## config.mk

```make
export PLATFORM = sky130hd
export DESIGN_NAME = console_apu_tone_channels
export DESIGN_NICKNAME = d
export VERILOG_FILES = /design/src/rtl/apu_tone_pkg.sv /design/src/rtl/apu_tone_pulse.sv /design/src/rtl/apu_tone_triangle.sv /design/src/rtl/console_apu_tone_channels.sv
export SDC_FILE = /design/constraint.sdc
export NUM_CORES = 1
export LEC_CHECK = 0
export ABC_AREA = 1
export BUFFER_PORTS_ARGS = -buffer_cell sky130_fd_sc_hd__buf_2
export CAP_MARGIN = 10
export CORE_ASPECT_RATIO = 1.1
export CORE_MARGIN = 2
export CORE_UTILIZATION = 56
export CTS_CLUSTER_SIZE = 10
export DETAILED_ROUTE_END_ITERATION = 8
export GPL_TIMING_DRIVEN = 0
export PLACE_DENSITY_LB_ADDON = 0.15
export SLEW_MARGIN = 20
export SYNTH_ARGS = -nofsm -noshare
export SYNTH_HDL_FRONTEND = slang
export SYNTH_SLANG_ARGS = --single-unit
```

## constraint.sdc

```tcl
create_clock -name clock -period 4.5 [get_ports clock]
set_input_delay 0.225 -clock clock [delete_from_list [all_inputs] [get_ports clock]]
set_output_delay 0.225 -clock clock [all_outputs]
set_load 0.02 [all_outputs]
```

## src/rtl/apu_tone_pkg.sv

```systemverilog
// Package: shared types, codes and tables for the tone channel block.
package apu_tone_pkg;

   typedef enum logic [1:0] {
      ACT_WRITE = 2'd0,
      ACT_TICK  = 2'd1,
      ACT_FRAME = 2'd2,
      ACT_NONE  = 2'd3
   } action_type;

   localparam logic [10:0] PERIOD_MAX = 11'h7FF;

   function automatic logic [7:0] length_lookup(input logic [4:0] idx);
      logic [7:0] r;
      case (idx)
         5'd0: r = 8'd10;   5'd1: r = 8'd254;  5'd2: r = 8'd20;   5'd3: r = 8'd2;
         5'd4: r = 8'd40;   5'd5: r = 8'd4;    5'd6: r = 8'd80;   5'd7: r = 8'd6;
         5'd8: r = 8'd160;  5'd9: r = 8'd8;    5'd10: r = 8'd60;  5'd11: r = 8'd10;
         5'd12: r = 8'd14;  5'd13: r = 8'd12;  5'd14: r = 8'd26;  5'd15: r = 8'd14;
         5'd16: r = 8'd12;  5'd17: r = 8'd16;  5'd18: r = 8'd24;  5'd19: r = 8'd18;
         5'd20: r = 8'd48;  5'd21: r = 8'd20;  5'd22: r = 8'd96;  5'd23: r = 8'd22;
         5'd24: r = 8'd192; 5'd25: r = 8'd24;  5'd26: r = 8'd72;  5'd27: r = 8'd26;
         5'd28: r = 8'd16;  5'd29: r = 8'd28;  5'd30: r = 8'd32;  default: r = 8'd30;
      endcase
      return r;
   endfunction

   function automatic logic duty_lookup(input logic [1:0] duty, input logic [2:0] step);
      logic [7:0] pat;
      case (duty)
         2'd0: pat = 8'b0000_0010;
         2'd1: pat = 8'b0000_0110;
         2'd2: pat = 8'b0001_1110;
         default: pat = 8'b1111_1001;
      endcase
      return pat[step];
   endfunction

   // Triangle: descends 15..0 then ascends 0..15
   function automatic logic [3:0] tri_lookup(input logic [4:0] step);
      return step[4] ? step[3:0] : ~step[3:0];
   endfunction

endpackage

```

## src/rtl/apu_tone_pulse.sv

```systemverilog
// One pulse channel: timer, duty sequencer, envelope, sweep and length counter.
module apu_tone_pulse (
   input  logic       clock,
   input  logic       reset,
   input  logic       second,
   input  logic       wr_r0,
   input  logic       wr_r1,
   input  logic       wr_r2,
   input  logic       wr_r3,
   input  logic [7:0] write_data,
   input  logic       tick,
   input  logic       env_clk,
   input  logic       half_clk,
   output logic [3:0] level
);
   import apu_tone_pkg::*;

   logic [7:0]  r0_ff, r0_in, r1_ff, r1_in, r2_ff, r2_in, r3_ff, r3_in;
   logic [10:0] timer_ff, timer_in, period_ff, period_in;
   logic [2:0]  step_ff, step_in;
   logic [7:0]  length_ff, length_in;
   logic [3:0]  vol_ff, vol_in, ediv_ff, ediv_in, sdiv_ff, sdiv_in;
   logic        estart_ff, estart_in, sreload_ff, sreload_in;
   logic [11:0] tgt;
   logic [10:0] chg;
   logic [3:0]  vol_out;

   always_comb begin
      r0_in = wr_r0 ? write_data : r0_ff;
      r1_in = wr_r1 ? write_data : r1_ff;
      r2_in = wr_r2 ? write_data : r2_ff;
      r3_in = wr_r3 ? write_data : r3_ff;
      timer_in = timer_ff; step_in = step_ff; period_in = period_ff;
      length_in = length_ff; vol_in = vol_ff; ediv_in = ediv_ff;
      sdiv_in = sdiv_ff; estart_in = estart_ff; sreload_in = sreload_ff;
      chg = period_ff >> r1_ff[2:0];
      if (r1_ff[3])
         tgt = {1'b0, period_ff} - {1'b0, chg} - {11'd0, ~second};
      else
         tgt = {1'b0, period_ff} + {1'b0, chg};

      // register side effects
      if (wr_r3) begin
         length_in = length_lookup(write_data[7:3]);
         estart_in = 1'b1;
         period_in = {write_data[2:0], r2_ff};
      end
      if (wr_r2) period_in = {r3_ff[2:0], write_data};
      if (wr_r1) sreload_in = 1'b1;

      // timer tick
      if (tick) begin
         if (timer_ff == 11'd0) begin
            timer_in = period_ff;
            step_in  = step_ff + 3'd1;
         end else begin
            timer_in = timer_ff - 11'd1;
         end
      end

      // envelope
      if (env_clk) begin
         if (estart_ff) begin
            estart_in = 1'b0;
            vol_in = 4'hF;
            ediv_in = r0_ff[3:0];
         end else if (ediv_ff != 4'd0) begin
            ediv_in = ediv_ff - 4'd1;
         end else begin
            ediv_in = r0_ff[3:0];
            if (vol_ff != 4'd0) vol_in = vol_ff - 4'd1;
            else if (r0_ff[5]) vol_in = 4'hF;
         end
         if (r0_ff[4]) vol_in = r0_ff[3:0];
      end

      // length then sweep
      if (half_clk) begin
         if (!r0_ff[5] && length_ff != 8'd0) length_in = length_ff - 8'd1;
         if (sreload_ff) begin
            sdiv_in = {1'b0, r1_ff[6:4]} + 4'd1;
            sreload_in = 1'b0;
         end else if (sdiv_ff != 4'd0) begin
            sdiv_in = sdiv_ff - 4'd1;
         end else begin
            sdiv_in = {1'b0, r1_ff[6:4]} + 4'd1;
            if (r1_ff[7] && r1_ff[2:0] != 3'd0) begin
               if (tgt < 12'd8 || tgt > {1'b0, PERIOD_MAX}) length_in = 8'd0;
               else period_in = tgt[10:0];
            end
         end
      end
   end

   always_ff @(posedge clock) begin
      if (reset) begin
         r0_ff <= 8'h30; r1_ff <= 8'h08; r2_ff <= 8'h00; r3_ff <= 8'h00;
         timer_ff <= '0; step_ff <= '0; period_ff <= '0; length_ff <= '0;
         vol_ff <= '0; ediv_ff <= '0; sdiv_ff <= '0;
         estart_ff <= 1'b1; sreload_ff <= 1'b1;
      end else begin
         r0_ff <= r0_in; r1_ff <= r1_in; r2_ff <= r2_in; r3_ff <= r3_in;
         timer_ff <= timer_in; step_ff <= step_in; period_ff <= period_in;
         length_ff <= length_in; vol_ff <= vol_in; ediv_ff <= ediv_in;
         sdiv_ff <= sdiv_in; estart_ff <= estart_in; sreload_ff <= sreload_in;
      end
   end

   // level uses the advanced step, the current period and length
   assign vol_out = r0_ff[4] ? r0_ff[3:0] : vol_ff;
   assign level = (tick && duty_lookup(r0_ff[7:6], step_in) && period_ff >= 11'd8
                   && length_ff != 8'd0) ? vol_out : 4'd0;
endmodule

```

## src/rtl/apu_tone_triangle.sv

```systemverilog
// Triangle channel: timer, 32-step sequencer, linear and length counters.
module apu_tone_triangle (
   input  logic       clock,
   input  logic       reset,
   input  logic       wr_r0,
   input  logic       wr_r2,
   input  logic       wr_r3,
   input  logic [7:0] write_data,
   input  logic       tick,
   input  logic       quarter_clk,
   input  logic       half_clk,
   output logic [3:0] level
);
   import apu_tone_pkg::*;

   logic [7:0]  r0_ff, r0_in, r2_ff, r2_in, r3_ff, r3_in, length_ff, length_in;
   logic [10:0] timer_ff, timer_in;
   logic [4:0]  step_ff, step_in;
   logic [6:0]  linear_ff, linear_in, lreload_ff, lreload_in;
   logic        rflag_ff, rflag_in, active;

   assign active = linear_ff != 7'd0 && length_ff != 8'd0;

   always_comb begin
      r0_in = wr_r0 ? write_data : r0_ff;
      r2_in = wr_r2 ? write_data : r2_ff;
      r3_in = wr_r3 ? write_data : r3_ff;
      timer_in = timer_ff; step_in = step_ff; linear_in = linear_ff;
      lreload_in = lreload_ff; rflag_in = rflag_ff; length_in = length_ff;
      if (wr_r0) begin
         lreload_in = write_data[6:0];
         rflag_in = 1'b1;
      end
      if (wr_r3) begin
         length_in = length_lookup(write_data[7:3]);
         rflag_in = 1'b1;
      end
      if (tick && active) begin
         if (timer_ff == 11'd0) begin
            timer_in = {r3_ff[2:0], r2_ff};
            step_in = step_ff + 5'd1;
         end else begin
            timer_in = timer_ff - 11'd1;
         end
      end
      if (quarter_clk) begin
         if (rflag_ff) linear_in = lreload_ff;
         else if (linear_ff != 7'd0) linear_in = linear_ff - 7'd1;
         if (!r0_ff[7]) rflag_in = 1'b0;
      end
      if (half_clk && !r0_ff[7] && length_ff != 8'd0) length_in = length_ff - 8'd1;
   end

   always_ff @(posedge clock) begin
      if (reset) begin
         r0_ff <= 8'h80; r2_ff <= '0; r3_ff <= '0; length_ff <= '0;
         timer_ff <= '0; step_ff <= '0; linear_ff <= '0; lreload_ff <= '0;
         rflag_ff <= 1'b0;
      end else begin
         r0_ff <= r0_in; r2_ff <= r2_in; r3_ff <= r3_in; length_ff <= length_in;
         timer_ff <= timer_in; step_ff <= step_in; linear_ff <= linear_in;
         lreload_ff <= lreload_in; rflag_ff <= rflag_in;
      end
   end

   assign level = (tick && active) ? tri_lookup(step_in) : 4'd0;
endmodule

```

## src/rtl/console_apu_tone_channels.sv

```systemverilog
// Top level: decode, frame sequencer, channel instances and result register.
// One item is taken per clock and its levels appear in the result register on the next
// cycle; a beat waiting in that register does not block a new one while rsp_ready is
// high. Each item is worked in a single pass of combinational logic between the request
// handshake and the result register, so the rate is one item per cycle unless a held result stalls it.
module console_apu_tone_channels (
   input  logic       clock,
   input  logic       reset,
   input  logic       req_valid,
   output logic       req_ready,
   input  logic [1:0] req_action,
   input  logic [4:0] req_reg_offset,
   input  logic [7:0] req_write_data,
   output logic       rsp_valid,
   input  logic       rsp_ready,
   output logic [3:0] rsp_pulse_one_level,
   output logic [3:0] rsp_pulse_two_level,
   output logic [3:0] rsp_triangle_level
);
   import apu_tone_pkg::*;

   logic       go, wr, tick, frame, qclk, hclk, mode5;
   logic [7:0] enable_ff, enable_in, fctl_ff, fctl_in;
   logic [2:0] fcnt_ff, fcnt_in;
   logic       valid_ff;
   logic [3:0] l1_ff, l2_ff, lt_ff, l1, l2, lt;
   logic [7:0] p1_wr, p2_wr;
   logic [3:0] t_wr;

   assign req_ready = !valid_ff || rsp_ready;
   assign go    = req_valid && req_ready;
   assign wr    = go && req_action == ACT_WRITE;
   assign tick  = go && req_action == ACT_TICK;
   assign frame = go && req_action == ACT_FRAME;
   assign mode5 = fctl_ff[7];

   // register decode
   always_comb begin
      p1_wr = '0; p2_wr = '0; t_wr = '0;
      enable_in = enable_ff; fctl_in = fctl_ff;
      if (wr) begin
         unique case (req_reg_offset)
            5'h00: p1_wr[0] = 1'b1;
            5'h01: p1_wr[1] = 1'b1;
            5'h02: p1_wr[2] = 1'b1;
            5'h03: p1_wr[3] = 1'b1;
            5'h04: p2_wr[0] = 1'b1;
            5'h05: p2_wr[1] = 1'b1;
            5'h06: p2_wr[2] = 1'b1;
            5'h07: p2_wr[3] = 1'b1;
            5'h08: t_wr[0] = 1'b1;
            5'h0A: t_wr[2] = 1'b1;
            5'h0B: t_wr[3] = 1'b1;
            5'h15: enable_in = req_write_data;
            5'h17: fctl_in = req_write_data;
            default: ;
         endcase
      end
   end

   // frame sequencer
   always_comb begin
      qclk = 1'b0; hclk = 1'b0; fcnt_in = fcnt_ff;
      if (frame) begin
         if (!mode5) begin
            qclk = 1'b1;
            hclk = fcnt_ff == 3'd1 || fcnt_ff == 3'd3;
            fcnt_in = {1'b0, fcnt_ff[1:0] + 2'd1};
         end else begin
            qclk = fcnt_ff != 3'd3;
            hclk = fcnt_ff == 3'd1 || fcnt_ff == 3'd4;
            fcnt_in = (fcnt_ff >= 3'd4) ? 3'(fcnt_ff - 3'd4) : fcnt_ff + 3'd1;
         end
      end
   end

   apu_tone_pulse u_pulse_one (
      .clock, .reset, .second(1'b0),
      .wr_r0(p1_wr[0]), .wr_r1(p1_wr[1]), .wr_r2(p1_wr[2]), .wr_r3(p1_wr[3]),
      .write_data(req_write_data), .tick(tick && enable_ff[0]),
      .env_clk(qclk), .half_clk(hclk), .level(l1)
   );

   apu_tone_pulse u_pulse_two (
      .clock, .reset, .second(1'b1),
      .wr_r0(p2_wr[0]), .wr_r1(p2_wr[1]), .wr_r2(p2_wr[2]), .wr_r3(p2_wr[3]),
      .write_data(req_write_data), .tick(tick && enable_ff[1]),
      .env_clk(qclk), .half_clk(hclk), .level(l2)
   );

   apu_tone_triangle u_triangle (
      .clock, .reset,
      .wr_r0(t_wr[0]), .wr_r2(t_wr[2]), .wr_r3(t_wr[3]),
      .write_data(req_write_data), .tick(tick && enable_ff[2]),
      .quarter_clk(qclk), .half_clk(hclk), .level(lt)
   );

   always_ff @(posedge clock) begin
      if (reset) begin
         enable_ff <= '0; fctl_ff <= '0; fcnt_ff <= '0; valid_ff <= 1'b0;
      end else begin
         enable_ff <= enable_in; fctl_ff <= fctl_in; fcnt_ff <= fcnt_in;
         if (req_ready) valid_ff <= req_valid;
      end
   end

   // result register
   always_ff @(posedge clock) begin
      if (go) begin
         l1_ff <= l1; l2_ff <= l2; lt_ff <= lt;
      end
   end

   assign rsp_valid = valid_ff;
   assign rsp_pulse_one_level = l1_ff;
   assign rsp_pulse_two_level = l2_ff;
   assign rsp_triangle_level  = lt_ff;
endmodule

```

==> results.toml <==
[run_status]
status = "complete, no violations"

[run]
maxCapViolCount = 0

[detailed_routing]
vias = 14490
post_drt_via_cell_ratio = 5.627
wire_per_inst_um = 16.27
final_antenna_net_count = 0
drc = 0
drt-initial-drc-count = 1090
drtPass1Iterations = 5
drt_wl_total_um = 41890

[logic_synthesis]
syn_area_sq_um = 14330
yosysSeqAreaShare_pct = 31.43
synth_flop_cell = "dfxtp_1"
synthAdderAreaFrac_pct = 6.443
synth_edf_count = 12
synth_xor_area_share_pct = 3.719
synth_nets = 2280
ys_top_cells_by_area = "dfxtp_1 (29%), nand2_1 (14%), inv_1 (7.8%)"
synth-compound-area-share_pct = 20.30
yosys.area_share.simple_pct = 27.74
synthCells = 2189
ys_types = 59
yosysTopAreaCell = "dfxtp_1"
ys_async_sr_fraction_pct = 0
yosys_warnings = 0
ys_ff_latch = 219
synth_commonest_cells = "nand2_1 (524), inv_1 (298), nor2_1 (225)"
synth_most_common_cell = "nand2_1"
synth_top_family_by_area = "simple AND/OR/NAND/NOR gates"
avgSynthCellArea_sq_um = 6.547
synth_mux_area_share_pct = 0.2095
yosysTopAreaCellShare_pct = 28.92

[setup_path]
cp-end-kind = "register"
reg2regPathDepth = 23
start_kind = "register"
r2r_end = "u_pulse_two.period_ff[7]$_SDFF_PP0_"
reg2reg_from = "u_pulse_two.r1_ff[0]$_SDFFE_PP0P_"
worstPathRequired_ns = 4.92
critPathArrivalTime_ns = 4.48
r2r_slack_ns = 0.44
cp_max_fo = 10
crit_type = "reg2reg"

[clocking]
cts_hold_buf = 0
cts_tree = "yes"
cts_setup_buffers = 0
cts_sinks = 219
cts.path.max_buffers = 3
root_buffer = "clkbuf_16"
post_cts_resized = 0
numCtsBuffers = 26
htreeDepth = 1
clkTransAtPathRegs_ns = 0.06
clock_latency_ns = 0.53

[hold_path]
min_to = "rsp_valid$_SDFFE_PP0N_"
worstHoldPathCells = 4
hp-class = "in2reg"
hold_path_startpoint = "rsp_ready"

[sta]
setup_tns_ns = 0
finClkSkew_ns = 0.01230
period_share_pct = 90.32
drv_slew = 0
min_period_ns = 4.065
max_freq_ghz = 0.2460
worst_pin_slew_ns = 1.022
timing.final.ws_setup_ns = 0.4355
setup_viol = 0
slew_headroom_pct = 31.84
rsz0062_at_grt = "no"
worst_hold_slack_ns = 0.02126
final-hold-violation-count = 0

[die]
row_count = 61
die_w_um = 156.5
io_pins = 33
die_y_um = 171.8
core_area_sq_um = 25190
start_util_pct = 56.90
dieArea_sq_um = 26890

[power_and_ir_drop]
power_frac_seq_pct = 47.4
peakVddDrop_uv = 245.7
p_per_area_nw_per_um2 = 268.5
p_leak_nw = 7.272
pwr-share-clk_pct = 45.3
p_sw_share_pct = 25.05
power_frac_comb_pct = 7.3
internal_power_w = 0.003142
p_switching_w = 0.001050

[grt]
grt_pass1_wl_um = 66970
grt_usage_pct = 30.87
grt_max_degree = 14
overflow = 0
grt_pass1_vias = 13360
antenna_found_initial = 1

[final_layout]
syn_to_final_growth_pct = 8.966
antenna_cells = 0
drive_gt1_share_pct = 5.708
final_util_pct = 62.00
nets = 2339
final_cells = 2575

[place]
place.detailed.hpwl_um = 31220
dpl_worst_slack_ns = 0.4897
dp_cells = 2535
gp_congestion = 0.9322
io_buffers = 31
[worst max-delay path: stages, from the launching register on]
cell and delay, ns:
dfxtp_1 0.43, buf_4 0.21, nand2_1 0.06, o21ai_1 0.09
o21ai_1 0.09, o21ai_2 0.23, inv_1 0.07, ha_1 0.26
or2_2 0.26, o21ai_0 0.12, inv_1 0.10, fa_1 0.44
o21ai_1 0.33, nand3_1 0.12, nand2_1 0.09, xor2_1 0.23
nand3_1 0.15, nor2_1 0.11, nand2_1 0.10, nand3_2 0.15
buf_6 0.15, nand2_1 0.05, nand2_1 0.07, nor2_1 0.04
[sequential cells by signal (all words and copies together), names as in the netlist, 11 cells and up]
signal,count
u_pulse_one.period_ff,11
u_triangle.timer_ff,11
u_pulse_one.timer_ff,11
u_pulse_two.timer_ff,11
u_pulse_two.period_ff,11
[kinds of logic after synthesis]
family / after synthesis
simple gates: 941
buf+inv: 377
compound gates: 517
mux: 3
xor+xnor: 60
flops: 219
fa+ha+maj: 72
[worst max-delay path by stage]
stage / from / endpoint / cells after the start
after detailed placement: u_pulse_two.r1_ff[0]$_SDFFE_PP0P_ / u_pulse_two.period_ff[8]$_SDFF_PP0_ / 23
after floorplan: u_pulse_two.r1_ff[0]$_SDFFE_PP0P_ / u_pulse_two.period_ff[7]$_SDFF_PP0_ / 23
after CTS: u_pulse_two.r1_ff[0]$_SDFFE_PP0P_ / u_pulse_two.period_ff[7]$_SDFF_PP0_ / 23
final: u_pulse_two.r1_ff[0]$_SDFFE_PP0P_ / u_pulse_two.period_ff[7]$_SDFF_PP0_ / 23
after global placement: u_pulse_two.r1_ff[0]$_SDFFE_PP0P_ / u_pulse_two.period_ff[7]$_SDFF_PP0_ / 23
after global routing: u_pulse_two.r1_ff[0]$_SDFFE_PP0P_ / u_pulse_two.period_ff[8]$_SDFF_PP0_ / 23
[power groups by stage]
stage	clock network [W]	registers, W	logic [W]
final	0.00190	0.00199	0.000306
after global routing	0.00198	0.00199	0.000332
after CTS	0.00190	0.00199	0.000299
after detailed placement	0	0.00203	0.000297
after global placement	0	0.00203	0.000293
after floorplan	0	0.00203	0.000181
[metal layers]
layer | vias up | share of wire (%) | GRT usage [%]
met3 | 111 | 6.1 | 3.553
met5 | - | 0.036 | 0
met1 | 6656 | 43 | 39.42
met2 | 441 | 47 | 53.11
li1 | 7280 | - | -
met4 | 2 | 3.7 | 12.52
[layout by cell type (no fill, tap or decap), types with 43 or more instances in the layout]
| master | n |
|---|---|
| xor2_1 | 43 |
| nor2_1 | 225 |
| nand3_1 | 93 |
| dfxtp_1 | 207 |
| clkbuf_1 | 63 |
| a21oi_1 | 197 |
| o21ai_0 | 185 |
| nand2_1 | 524 |
| ha_1 | 69 |
| inv_1 | 298 |
| buf_2 | 46 |
[final cells by class]
| class | count | area [sq um] |
|---|---|---|
| Clock inverter | 1 | 16.27 |
| Timing Repair Buffer | 31 | 155.1 |
| Multi-Input combinational cell | 1593 | 8371 |
| Inverter | 305 | 1145 |
| Tap cell | 315 | 394.1 |
| Sequential cell | 219 | 4504 |
| Clock buffer | 39 | 719.4 |
| Buffer | 72 | 311.5 |
| Fill cell | 2426 | 9570 |
[through the flow]
stage	cell area, sq um	total power, W
after floorplan	14330	0.002213
after global placement	14880	0.002320
after detailed placement	14880	0.002325
after CTS	15620	0.004186
after global routing	15620	0.004300
final	15620	0.004192
No activity file was read; power rests on OpenSTA's default activity.
